$ cat config.mk
export PLATFORM = sky130hd
export DESIGN_NAME = sliding_window_sender_unit
export DESIGN_NICKNAME = d
export VERILOG_FILES = /design/src/swsu_pkg.sv /design/src/swsu_mark_ram.sv /design/src/swsu_out_reg.sv /design/src/swsu_ctrl.sv /design/src/sliding_window_sender_unit.sv
export SDC_FILE = /design/constraint.sdc
export NUM_CORES = 2
export LEC_CHECK = 0
export ABC_AREA = 1
export BUFFER_PORTS_ARGS = -buffer_cell sky130_fd_sc_hd__buf_4
export CORE_ASPECT_RATIO = 1.5
export CORE_MARGIN = 10
export CORE_UTILIZATION = 30
export DETAILED_ROUTE_END_ITERATION = 8
export MAX_ROUTING_LAYER = met4
export PLACE_DENSITY_LB_ADDON = 0.2
export RECOVER_POWER = 25
export SYNTH_ARGS = -nofsm -noshare
export SYNTH_HDL_FRONTEND = slang
export SYNTH_SLANG_ARGS = --single-unit
$ cat constraint.sdc
create_clock -name i_clk -period 16.6 [get_ports i_clk]
set_input_delay 3.32 -clock i_clk [delete_from_list [all_inputs] [get_ports i_clk]]
set_output_delay 3.32 -clock i_clk [all_outputs]
set_load 0.05 [all_outputs]
$ cat src/swsu_pkg.sv
// Package for the sliding window sender: item structs, codes, register defaults.
// No dependencies; imported by every module of the block.
`timescale 1ns / 1ps

package swsu_pkg;

    // Window geometry (slot index = sequence number modulo WINDOW_MAX, a power of two)
    localparam int WINDOW_MAX = 16;
    localparam int SLOT_BITS  = $clog2(WINDOW_MAX);
    localparam int WCNT_BITS  = $clog2(WINDOW_MAX + 1);

    // Configuration register indexes
    localparam int CFG_IDX_BITS = 2;
    localparam logic [CFG_IDX_BITS-1:0] CFG_WINDOW_SIZE   = 2'd0;
    localparam logic [CFG_IDX_BITS-1:0] CFG_TOTAL_PACKETS = 2'd1;
    localparam logic [CFG_IDX_BITS-1:0] CFG_FILE_SIZE     = 2'd2;
    localparam logic [CFG_IDX_BITS-1:0] CFG_PACKET_SIZE   = 2'd3;

    // Register reset values
    localparam logic [4:0]  RST_WINDOW_SIZE   = 5'd5;
    localparam logic [31:0] RST_TOTAL_PACKETS = 32'd2;
    localparam logic [31:0] RST_FILE_SIZE     = 32'd0;
    localparam logic [15:0] RST_PACKET_SIZE   = 16'd2048;

    // Input actions
    localparam logic ACT_ACK  = 1'b0;
    localparam logic ACT_TICK = 1'b1;

    // Result kinds
    localparam logic KIND_SEND   = 1'b0;
    localparam logic KIND_STATUS = 1'b1;

    // Packet types
    localparam logic [1:0] PKT_NONE = 2'd0;
    localparam logic [1:0] PKT_DATA = 2'd1;
    localparam logic [1:0] PKT_NAME = 2'd2;
    localparam logic [1:0] PKT_END  = 2'd3;

    typedef struct packed {
        logic        action;
        logic [31:0] ack_seq;
    } t_in;

    typedef struct packed {
        logic        kind;
        logic [31:0] seq;
        logic [1:0]  pkt_type;
        logic [31:0] byte_offset;
        logic [15:0] payload_len;
        logic [31:0] window_begin;
        logic        done_res;
        logic        last;
    } t_out;

    typedef struct packed {
        logic [4:0]  window_size;
        logic [31:0] total_packets;
        logic [31:0] file_size;
        logic [15:0] packet_size;
    } t_cfg;

    // Access to the ack mark memory
    typedef struct packed {
        logic                 we;
        logic [SLOT_BITS-1:0] waddr;
        logic                 wdata;
        logic [SLOT_BITS-1:0] raddr;
    } t_mark_req;

endpackage

$ cat src/swsu_mark_ram.sv
// Ack mark memory: one bit per window slot, one write and one registered read per cycle.
// Per-entry valid bits make every slot read as cleared after reset. Uses swsu_pkg.
`timescale 1ns / 1ps

module swsu_mark_ram (
    input  logic                i_clk,
    input  logic                i_rst_n,
    input  swsu_pkg::t_mark_req i_req,
    output logic                o_rd_mark
);
    import swsu_pkg::*;

    logic [WINDOW_MAX-1:0] r_mark;
    logic [WINDOW_MAX-1:0] r_vld;
    logic                  r_rd;

    // Storage array and registered read port
    always_ff @(posedge i_clk) begin
        if (i_req.we) begin
            r_mark[i_req.waddr] <= i_req.wdata;
        end
        r_rd <= r_vld[i_req.raddr] & r_mark[i_req.raddr];
    end

    // Valid bits: cleared by reset, set on the first write of a slot
    always_ff @(posedge i_clk) begin
        if (!i_rst_n) begin
            r_vld <= '0;
        end else if (i_req.we) begin
            r_vld[i_req.waddr] <= 1'b1;
        end
    end

    assign o_rd_mark = r_rd;

endmodule

$ cat src/swsu_out_reg.sv
// Output register of the result channel: holds one result item under stall.
// Uses swsu_pkg for the result item type.
`timescale 1ns / 1ps

module swsu_out_reg (
    input  logic           i_clk,
    input  logic           i_rst_n,
    input  logic           i_load,
    input  swsu_pkg::t_out i_item,
    output logic           o_ready,
    output logic           o_out_valid,
    input  logic           i_out_stall,
    output swsu_pkg::t_out o_out
);
    import swsu_pkg::*;

    logic r_valid;
    t_out r_item;

    // Free when empty or when the held item leaves this cycle
    assign o_ready = !r_valid || !i_out_stall;

    always_ff @(posedge i_clk) begin
        if (!i_rst_n) begin
            r_valid <= 1'b0;
        end else if (i_load) begin
            r_valid <= 1'b1;
        end else if (!i_out_stall) begin
            r_valid <= 1'b0;
        end
    end

    always_ff @(posedge i_clk) begin
        if (i_load) begin
            r_item <= i_item;
        end
    end

    assign o_out_valid = r_valid;
    assign o_out       = r_item;

endmodule

$ cat src/swsu_ctrl.sv
// Sequencer of the sender window: ack marking and sliding, tick scan and result build.
// Reads and rewrites the ack mark memory; uses swsu_pkg.
`timescale 1ns / 1ps

module swsu_ctrl (
    input  logic                i_clk,
    input  logic                i_rst_n,
    input  swsu_pkg::t_cfg      i_cfg,
    input  logic                i_in_valid,
    output logic                o_in_stall,
    input  swsu_pkg::t_in       i_in,
    output swsu_pkg::t_mark_req o_req,
    input  logic                i_rd_mark,
    input  logic                i_out_ready,
    output logic                o_load,
    output swsu_pkg::t_out      o_item
);
    import swsu_pkg::*;

    typedef enum logic [2:0] {
        ST_IDLE,
        ST_ACK,
        ST_SLIDE_RD,
        ST_SLIDE_CHK,
        ST_TICK_RD,
        ST_TICK_CHK,
        ST_TICK_EMIT,
        ST_STATUS
    } t_state;

    t_state               r_state;
    logic [31:0]          r_ws;
    logic [31:0]          r_ack_seq;
    logic [WCNT_BITS-1:0] r_idx;
    logic [32:0]          r_s;
    logic [47:0]          r_prod;

    logic [WCNT_BITS-1:0] w_eff;
    logic [32:0]          scan_s;
    logic                 scan_end;
    logic [31:0]          ack_rel;
    logic                 ack_ok;
    logic                 slide_go;
    logic [31:0]          ws_inc;
    logic                 done;
    logic [31:0]          off;
    logic [31:0]          rem;

    // Effective window: zero acts as one, capped at WINDOW_MAX
    always_comb begin
        if (i_cfg.window_size == '0) begin
            w_eff = WCNT_BITS'(1);
        end else if ({{(32-5){1'b0}}, i_cfg.window_size} > 32'(WINDOW_MAX)) begin
            w_eff = WCNT_BITS'(WINDOW_MAX);
        end else begin
            w_eff = WCNT_BITS'(i_cfg.window_size);
        end
    end

    // Ack lies in the window and in the transfer
    assign ack_rel = r_ack_seq - r_ws;
    assign ack_ok  = (r_ack_seq >= r_ws) && (ack_rel < 32'(w_eff))
                     && (r_ack_seq < i_cfg.total_packets);

    // Front slot is acked and the transfer is not finished
    assign slide_go = i_rd_mark && (r_ws < i_cfg.total_packets);
    assign ws_inc   = r_ws + 32'd1;
    assign done     = r_ws >= i_cfg.total_packets;

    // Next slot of the tick scan
    assign scan_s   = {1'b0, r_ws} + 33'(r_idx);
    assign scan_end = (r_idx >= w_eff) || (scan_s >= {1'b0, i_cfg.total_packets});

    // Memory access per state
    always_comb begin
        o_req.we    = 1'b0;
        o_req.waddr = r_ws[SLOT_BITS-1:0];
        o_req.wdata = 1'b0;
        o_req.raddr = r_ws[SLOT_BITS-1:0];
        unique case (r_state)
            ST_ACK: begin
                o_req.we    = ack_ok;
                o_req.waddr = r_ack_seq[SLOT_BITS-1:0];
                o_req.wdata = 1'b1;
            end
            ST_SLIDE_CHK: begin
                o_req.we    = slide_go;
                o_req.raddr = ws_inc[SLOT_BITS-1:0];
            end
            ST_TICK_RD: begin
                o_req.raddr = scan_s[SLOT_BITS-1:0];
            end
            default: begin
            end
        endcase
    end

    // Offset clamp and payload length of a send order
    assign off = (r_prod > {16'd0, i_cfg.file_size}) ? i_cfg.file_size : r_prod[31:0];
    assign rem = i_cfg.file_size - off;

    // Result item build
    always_comb begin
        o_item              = '0;
        o_item.window_begin = r_ws;
        o_item.done_res     = done;
        o_load              = 1'b0;
        if (r_state == ST_STATUS) begin
            o_item.kind = KIND_STATUS;
            o_item.last = 1'b1;
            o_load      = i_out_ready;
        end else begin
            o_item.kind = KIND_SEND;
            o_item.seq  = r_s[31:0];
            o_load      = (r_state == ST_TICK_EMIT) && i_out_ready;
            if (r_s == '0) begin
                o_item.pkt_type = PKT_NAME;
            end else if ((r_s + 33'd1) == {1'b0, i_cfg.total_packets}) begin
                o_item.pkt_type    = PKT_END;
                o_item.byte_offset = off;
            end else begin
                o_item.pkt_type    = PKT_DATA;
                o_item.byte_offset = off;
                o_item.payload_len = (rem < {16'd0, i_cfg.packet_size})
                                     ? rem[15:0] : i_cfg.packet_size;
            end
        end
    end

    assign o_in_stall = (r_state != ST_IDLE);

    // State and registers of the sequence
    always_ff @(posedge i_clk) begin
        if (!i_rst_n) begin
            r_state <= ST_IDLE;
            r_ws    <= '0;
        end else begin
            unique case (r_state)
                ST_IDLE: begin
                    if (i_in_valid) begin
                        r_ack_seq <= i_in.ack_seq;
                        r_idx     <= '0;
                        r_state   <= (i_in.action == ACT_TICK) ? ST_TICK_RD : ST_ACK;
                    end
                end
                ST_ACK: begin
                    r_state <= ack_ok ? ST_SLIDE_RD : ST_IDLE;
                end
                ST_SLIDE_RD: begin
                    r_state <= ST_SLIDE_CHK;
                end
                ST_SLIDE_CHK: begin
                    if (slide_go) begin
                        r_ws <= ws_inc;
                    end else begin
                        r_state <= ST_IDLE;
                    end
                end
                ST_TICK_RD: begin
                    r_s     <= scan_s;
                    r_state <= scan_end ? ST_STATUS : ST_TICK_CHK;
                end
                ST_TICK_CHK: begin
                    r_prod <= {16'd0, r_s[31:0] - 32'd1} * {32'd0, i_cfg.packet_size};
                    if (i_rd_mark) begin
                        r_idx   <= r_idx + WCNT_BITS'(1);
                        r_state <= ST_TICK_RD;
                    end else begin
                        r_state <= ST_TICK_EMIT;
                    end
                end
                ST_TICK_EMIT: begin
                    if (i_out_ready) begin
                        r_idx   <= r_idx + WCNT_BITS'(1);
                        r_state <= ST_TICK_RD;
                    end
                end
                ST_STATUS: begin
                    if (i_out_ready) begin
                        r_state <= ST_IDLE;
                    end
                end
                default: begin
                    r_state <= ST_IDLE;
                end
            endcase
        end
    end

endmodule

$ cat src/sliding_window_sender_unit.sv
// Sliding window sender, selective-repeat: top level with configuration registers.
// An ack out of window or transfer is ignored; else it is marked and the window slides.
// A tick sends an order per unacked window slot, then the status, waiting on output stalls;
// each slot costs one registered read of the mark memory, send orders one multiply stage.
// Synchronous active-low reset clears window start, ack marks and registers to defaults.
// Builds on swsu_pkg, swsu_mark_ram, swsu_out_reg and swsu_ctrl.
`timescale 1ns / 1ps

module sliding_window_sender_unit (
    input  logic                                i_clk,
    input  logic                                i_rst_n,
    input  logic                                i_cfg_we,
    input  logic [swsu_pkg::CFG_IDX_BITS-1:0]   i_cfg_idx,
    input  logic [31:0]                         i_cfg_wdata,
    input  logic                                i_in_valid,
    output logic                                o_in_stall,
    input  swsu_pkg::t_in                       i_in,
    output logic                                o_out_valid,
    input  logic                                i_out_stall,
    output swsu_pkg::t_out                      o_out
);
    import swsu_pkg::*;

    t_cfg      r_cfg;
    t_mark_req mark_req;
    logic      rd_mark;
    logic      out_ready;
    logic      load;
    t_out      item;

    // Configuration registers
    always_ff @(posedge i_clk) begin
        if (!i_rst_n) begin
            r_cfg.window_size   <= RST_WINDOW_SIZE;
            r_cfg.total_packets <= RST_TOTAL_PACKETS;
            r_cfg.file_size     <= RST_FILE_SIZE;
            r_cfg.packet_size   <= RST_PACKET_SIZE;
        end else if (i_cfg_we) begin
            unique case (i_cfg_idx)
                CFG_WINDOW_SIZE:   r_cfg.window_size   <= i_cfg_wdata[4:0];
                CFG_TOTAL_PACKETS: r_cfg.total_packets <= i_cfg_wdata;
                CFG_FILE_SIZE:     r_cfg.file_size     <= i_cfg_wdata;
                CFG_PACKET_SIZE:   r_cfg.packet_size   <= i_cfg_wdata[15:0];
                default: begin
                end
            endcase
        end
    end

    swsu_mark_ram u_mark_ram (
        .i_clk     (i_clk),
        .i_rst_n   (i_rst_n),
        .i_req     (mark_req),
        .o_rd_mark (rd_mark)
    );

    swsu_ctrl u_ctrl (
        .i_clk       (i_clk),
        .i_rst_n     (i_rst_n),
        .i_cfg       (r_cfg),
        .i_in_valid  (i_in_valid),
        .o_in_stall  (o_in_stall),
        .i_in        (i_in),
        .o_req       (mark_req),
        .i_rd_mark   (rd_mark),
        .i_out_ready (out_ready),
        .o_load      (load),
        .o_item      (item)
    );

    swsu_out_reg u_out_reg (
        .i_clk       (i_clk),
        .i_rst_n     (i_rst_n),
        .i_load      (load),
        .i_item      (item),
        .o_ready     (out_ready),
        .o_out_valid (o_out_valid),
        .i_out_stall (i_out_stall),
        .o_out       (o_out)
    );

endmodule

# Word level (Yosys, flattened, before mapping)

Cells that the tools add are included.

Mux-type cells: 33
Reductions and logical operators: 27
Bitwise logic cells: 2
Divide/modulo/power cells: 0
Add/sub/neg operators: 7
Multipliers: 1
Equality and inequality tests: 17
Shifts and indexed selects: 0
Order comparisons: 13

Operators by type and width:

| cell                  | count |
|---|---|
| $ge 32x32->1          | 2 |
| $lt 32x32->1          | 2 |
| $sub 32x32->32        | 2 |
| $gt 48x32->1          | 1 |
| $mul 32x16->48        | 1 |
| $mux 34               | 1 |
| $add 32x5->33         | 1 |
| $add 33x1->33 const B | 1 |
| $eq 33x32->1          | 1 |
| $ge 33x32->1          | 1 |
| $logic_not 33->1      | 1 |
| $add 32x1->32 const B | 1 |
| $lt 32x16->1          | 1 |
| $lt 32x5->1           | 1 |
| $mux 32               | 1 |
| $sub 32x1->32 const B | 1 |
| $mux 5                | 6 |
| $pmux 3 s8            | 1 |
| $bwmux 16             | 1 |
| $mux 16               | 1 |
| $or 16x16->16         | 1 |
| $mux 3                | 5 |
| $pmux 5 s3            | 1 |
| $reduce_and 2->1      | 7 |
| other kinds (31)      | 58 |

Latch bits: 0
Memories kept: 0
Output and inout port bits: 119
Memory bits (writable): 0
Bits in read-only memories: 0
Bits of input ports: 72
Flip-flop bits (word level): 388

# Logic depth before layout (Yosys ltp)

Depth after elaboration: 8
Gate-level depth with buffers: 44

# Cells and area by module

From an unflattened synthesis, not the netlist that was laid out.

Cells, all modules: 5799
Area, all modules: 43118.9 um^2

By module, submodules not included:

| module                     | instances | cells an instance | area an instance (um^2) |
|---|---|---|---|
| swsu_ctrl                  | 1         | 4975              | 34738.3 |
| swsu_out_reg               | 1         | 122               | 3555.9 |
| sliding_window_sender_unit | 1         | 535               | 3448.3 |
| swsu_mark_ram              | 1         | 167               | 1376.3 |

# Least setup slack after synthesis

Ideal clock, no wire load.

Kind: input to register
Start: in i_out_stall
End: reg u_out_reg.r_item, in the netlist u_out_reg.o_out[100], enable pin
Setup time: 0.594 ns
Path buffers: 0
Required time: 16.006 ns
Path slack: 7.689 ns
Stages on the path: 3
Arrival: 8.317 ns
Cells stage by stage: nand2_1 > inv_1 > nor2_1

Cells in the longest elaborated chain, start to end: 4

Ends and longest elaborated chain:

| element              | RTL line                         | text |
|---|---|---|
| start, declared      | sliding_window_sender_unit.sv:19 | `input logic i_out_stall,` |
| $logic_not 1->1 (*)  | swsu_out_reg.sv:21               | `assign o_ready = !r_valid \|\| !i_out_stall;` |
| $logic_or 1x1->1 (*) | swsu_out_reg.sv:21               |  |
| $logic_and 1x1->1    | swsu_ctrl.sv:115                 | `o_load = (r_state == ST_TICK_EMIT) && i_out_ready;` |
| $mux 1 (*)           | swsu_ctrl.sv:108                 | `if (r_state == ST_STATUS) begin` |
| net load             | sliding_window_sender_unit.sv:28 | `logic load;` |
| end signal, assigned | swsu_out_reg.sv:35               | `r_item <= i_item;` |
| end, declared        | swsu_out_reg.sv:18               | `t_out r_item;` |

The timed path passes the listed nets; every way through them passes the cells marked *.
A chain may end at the register's enable or synchronous reset.

# Worst setup path after layout

Start: reg u_ctrl.r_s[0]
End: reg u_ctrl.r_prod[44], data pin

Cells in the longest elaborated chain, start to end: 2

Ends and longest elaborated chain:

| element                | RTL line         | text |
|---|---|---|
| start, declared        | swsu_ctrl.sv:35  | `logic [32:0] r_s;` |
| start signal, assigned | swsu_ctrl.sv:160 | `r_s <= scan_s;` |
| $sub 32x1->32          | swsu_ctrl.sv:164 | `r_prod <= {16'd0, r_s[31:0] - 32'd1} * {32'd0, i_cfg.packet_size};` |
| $mul 32x16->48         | swsu_ctrl.sv:164 |  |
| end signal, assigned   | swsu_ctrl.sv:164 |  |
| end, declared          | swsu_ctrl.sv:36  | `logic [47:0] r_prod;` |

No other way between the ends.

==> run_results.csv <==
group,metric,value,unit
critical_path,regToRegSetupSlack,7530,ps
power_and_ir_drop,power.switching,2.10,mW
floorplan,die_w,328,um
finish,fin_nets,6547,
power_and_ir_drop,p_seq_share,26.0,%
hold_path,hold_class,"reg -> reg",
critical_path,r2r_cells,29,
sta,timing.hold.ws,458,ps
critical_path,cp_max_fo,9,
run_status,status,"finished, violations left",
sta,fin_crit_sh,54.6,%
synth,synth_top_cell_by_area,"fa_1",
grt,grt_max_degree,76,
placement,port_buffers,190,
synth,synth_area,42600,um2
critical_path,slowest_delay,720,ps
clock_tree,holdBufCountCts,0,
power_and_ir_drop,p_leak,22.4,nW
synth,ys_ff_latch,388,
sta,finClkSkew,27.5,ps
synth,synth_area_leaders,"fa_1, edfxtp_1, nand2_1, ha_1, inv_1",
sta,finalCriticalPeriod,9070,ps
clock_tree,clk_pin_slew,70,ps
synth,synth_nets,6403,
run_status,violations,"capacitance limit, slew limit",
power_and_ir_drop,pwr-share-clk,23.1,%
floorplan,std_cell_rows,169,
clock_tree,root_buffer,"clkbuf_16",
synth,yosysWarnings,0,
grt,grt_pass1_vias,38769,
clock_tree,cts_setup_buffers,0,
clock_tree,clockBufferDepth,3,
hold_path,hold_end,"u_mark_ram.r_vld[1]$_SDFFE_PN0P_",
placement,post-place-ws,7810,ps
drt,post-route-drc-count,0,
critical_path,path_class,"reg -> reg",
finish,final_util,33.7,%
hold_path,holdPathStages,2,
synth,synth-compound-area-share,8.08,%
critical_path,cp-end-kind,"flip-flop",
drt,drt_iter0_drc,2258,
drt,wl_per_cell,23.3,um
power_and_ir_drop,p_sw_share,46.0,%
floorplan,pin_count,191,
power_and_ir_drop,combinationalPowerShare,50.9,%
sta,final-setup-viol-count,0,
grt,met3_usage,2.87,%
synth,synthArstFlopShare,0,%
drt,ant_nets,0,
clock_tree,h-tree-depth,2,
synth,synth.yosys.seq_area_share,24.1,%
floorplan,initial_core_util,30.2,%
power_and_ir_drop,vdd_drop_max,0.0000794,V
synth,synth_fa_ha_area_share,29.8,%
floorplan,die_y,482,um
finish,layout_common_cells,"nand2_1, inv_1, nor2_1",
critical_path,timing.rr.end,"u_ctrl.r_prod[44]$_DFFE_PP_",
grt,top_usage_layer,"met2",
sta,slew_viol_final,99,
synth,synth_top_area_share,19.8,%
sta,layout_setup_ws,7530,ps
finish,final_cell_area,47700,um2
critical_path,cp.arrival,9430,ps
floorplan,dieArea,158000,um2
drt,wirelength,178,mm
drt,drt_pass1_iterations,6,
critical_path,cp-start-kind,"flip-flop",
floorplan,core_area,141000,um2
sta,fmax,110,MHz
critical_path,worstPathRequired,16960,ps
power_and_ir_drop,power_density,95.9,nW/um2
job,max_cap_violations,2,
synth,synthSimpleGateAreaFrac,23.4,%
clock_tree,cts_inserted_buffers,45,
placement,gp_congestion,1.01,
synth,synth-xor-area-share,3.39,%
grt,grtUsageMet2,41.9,%
placement,place_area,46200,um2
synth,synth_edf_count,250,
grt,met1_usage,22.9,%
finish,area_delta_synth_final,11.8,%
synth,synth_cell_types,61,
synth,synth.avg_cell_area,7.66,um2
sta,rsz0062_at_grt,"no",
drt,avgViaCountPerCell,4.89,
finish,drive_gt1_share,7.97,%
sta,final.setup.tns,0,ps
sta,tightest_slew,2790,ps
grt,grt_pass1_wl,257,mm
clock_tree,cts_tree,"yes",
sta,hold_viol,0,
power_and_ir_drop,p_int,2.47,mW
hold_path,hold_start,"u_mark_ram.r_vld[1]$_SDFFE_PN0P_",
clock_tree,clock_latency,620,ps
grt,grt_antenna_before_repair,20,
synth,yosys-mux-area-fraction,0,%
synth,netlist_instances,5567,
synth,synth_ff_type,"edfxtp_1",
sta,relSlewSlack,-86.3,%
drt,vias,37418,
critical_path,cpMaxStageDelayCell,"o21ai_0",
critical_path,worstReg2RegStart,"u_ctrl.r_s[0]$_DFFE_PP_",
clock_tree,cts.sinks,388,
placement,dp_hpwl,149,mm
clock_tree,cts_resized,0,
grt,grt_usage,22.8,%
grt,overflow,0,
finish,layout_commonest_cell,"nand2_1",
synth,synth_top_family_by_area,"adder cells",
## logic make-up after synthesis
family,after synthesis
xor+xnor,162
simple gates,2389
flops,388
compound gates,633
fa+ha+maj,764
buf+inv,1231
## cell usage after synthesis (all sizes together) (62+ instances only)
| cell type | number |
|---|---|
| xor2 | 128 |
| nor2 | 716 |
| dfxtp | 138 |
| o21ai | 187 |
| ha | 343 |
| nand2 | 1274 |
| a21oi | 345 |
| nand3 | 211 |
| fa | 421 |
| nor3 | 73 |
| edfxtp | 250 |
| clkbuf | 93 |
| inv | 1058 |
| nand4 | 62 |
## area by class of cell
class | instances | area (um2)
diodes | 16 | 40.0
well taps | 1881 | 2350
inverters | 1083 | 4070
flip-flops and latches | 388 | 10300
multi-input cells | 3948 | 27600
fillers | 15420 | 93600
clock buffers | 64 | 1270
clock inverters | 20 | 220
repair buffers | 245 | 1820
## worst max path at each step
stage	startpoint	end	slack (ps)	cells past startpoint
after floorplan	i_out_stall	u_out_reg.o_out[100]$_SDFFCE_PP0P_	7690	3
after global placement	u_ctrl.r_s[0]$_DFFE_PP_	u_ctrl.r_prod[44]$_DFFE_PP_	7920	31
after detailed placement	u_ctrl.r_s[0]$_DFFE_PP_	u_ctrl.r_prod[44]$_DFFE_PP_	7810	31
after CTS	u_ctrl.r_s[0]$_DFFE_PP_	u_ctrl.r_prod[44]$_DFFE_PP_	7800	31
after global routing	u_ctrl.r_s[0]$_DFFE_PP_	u_ctrl.r_prod[44]$_DFFE_PP_	7020	31
final	u_ctrl.r_s[0]$_DFFE_PP_	u_ctrl.r_prod[44]$_DFFE_PP_	7530	29
## routing by layer
metal | part of all wire, % | vias up
li1 | - | 17685
met1 | 35 | 18217
met2 | 53 | 1119
met3 | 4.4 | 397
met4 | 7.0 | 0
met5 | 0 | -
## power by group through the flow
stage	sequential [mW]	combinational, mW	clock (mW)
floorplan	1.21	1.49	0
detailed placement	1.21	2.32	0
global route	1.19	2.58	1.11
CTS	1.19	2.35	1.08
global placement	1.21	2.34	0
finish	1.19	2.33	1.05
## worst max-delay path, delay by kind of cell (launching register included)
family	cells	cell delay (ps)
XOR/XNOR	1	90
adder cells (fa/ha/maj)	8	3820
AND/OR/NAND/NOR	10	2030
AO/OA/AOI/OAI	2	990
flip-flops	1	400
buffers and inverters	8	1450
## registers in the layout, indices dropped and copies added, names as in the netlist
signal and flops:
u_ctrl.r_prod 48, u_out_reg.o_out 116, u_ctrl.r_ack_seq 32, r_cfg 85, u_out_reg.o_out_valid 1, u_ctrl.r_ws 32, u_mark_ram.r_vld 16, u_ctrl.r_idx 5
u_mark_ram.o_rd_mark 1, u_mark_ram.r_mark 16, u_ctrl.r_s 33, u_ctrl.r_state 3
## metrics by stage
| step | power, mW | instances |
|---|---|---|
| global route | 4.89 | 7645 |
| finish | 4.57 | 7645 |
| detailed placement | 3.53 | 7545 |
| global placement | 3.55 | 7545 |
| CTS | 4.62 | 7629 |
| floorplan | 2.69 | 5567 |
(Power assumes the default switching activity.)
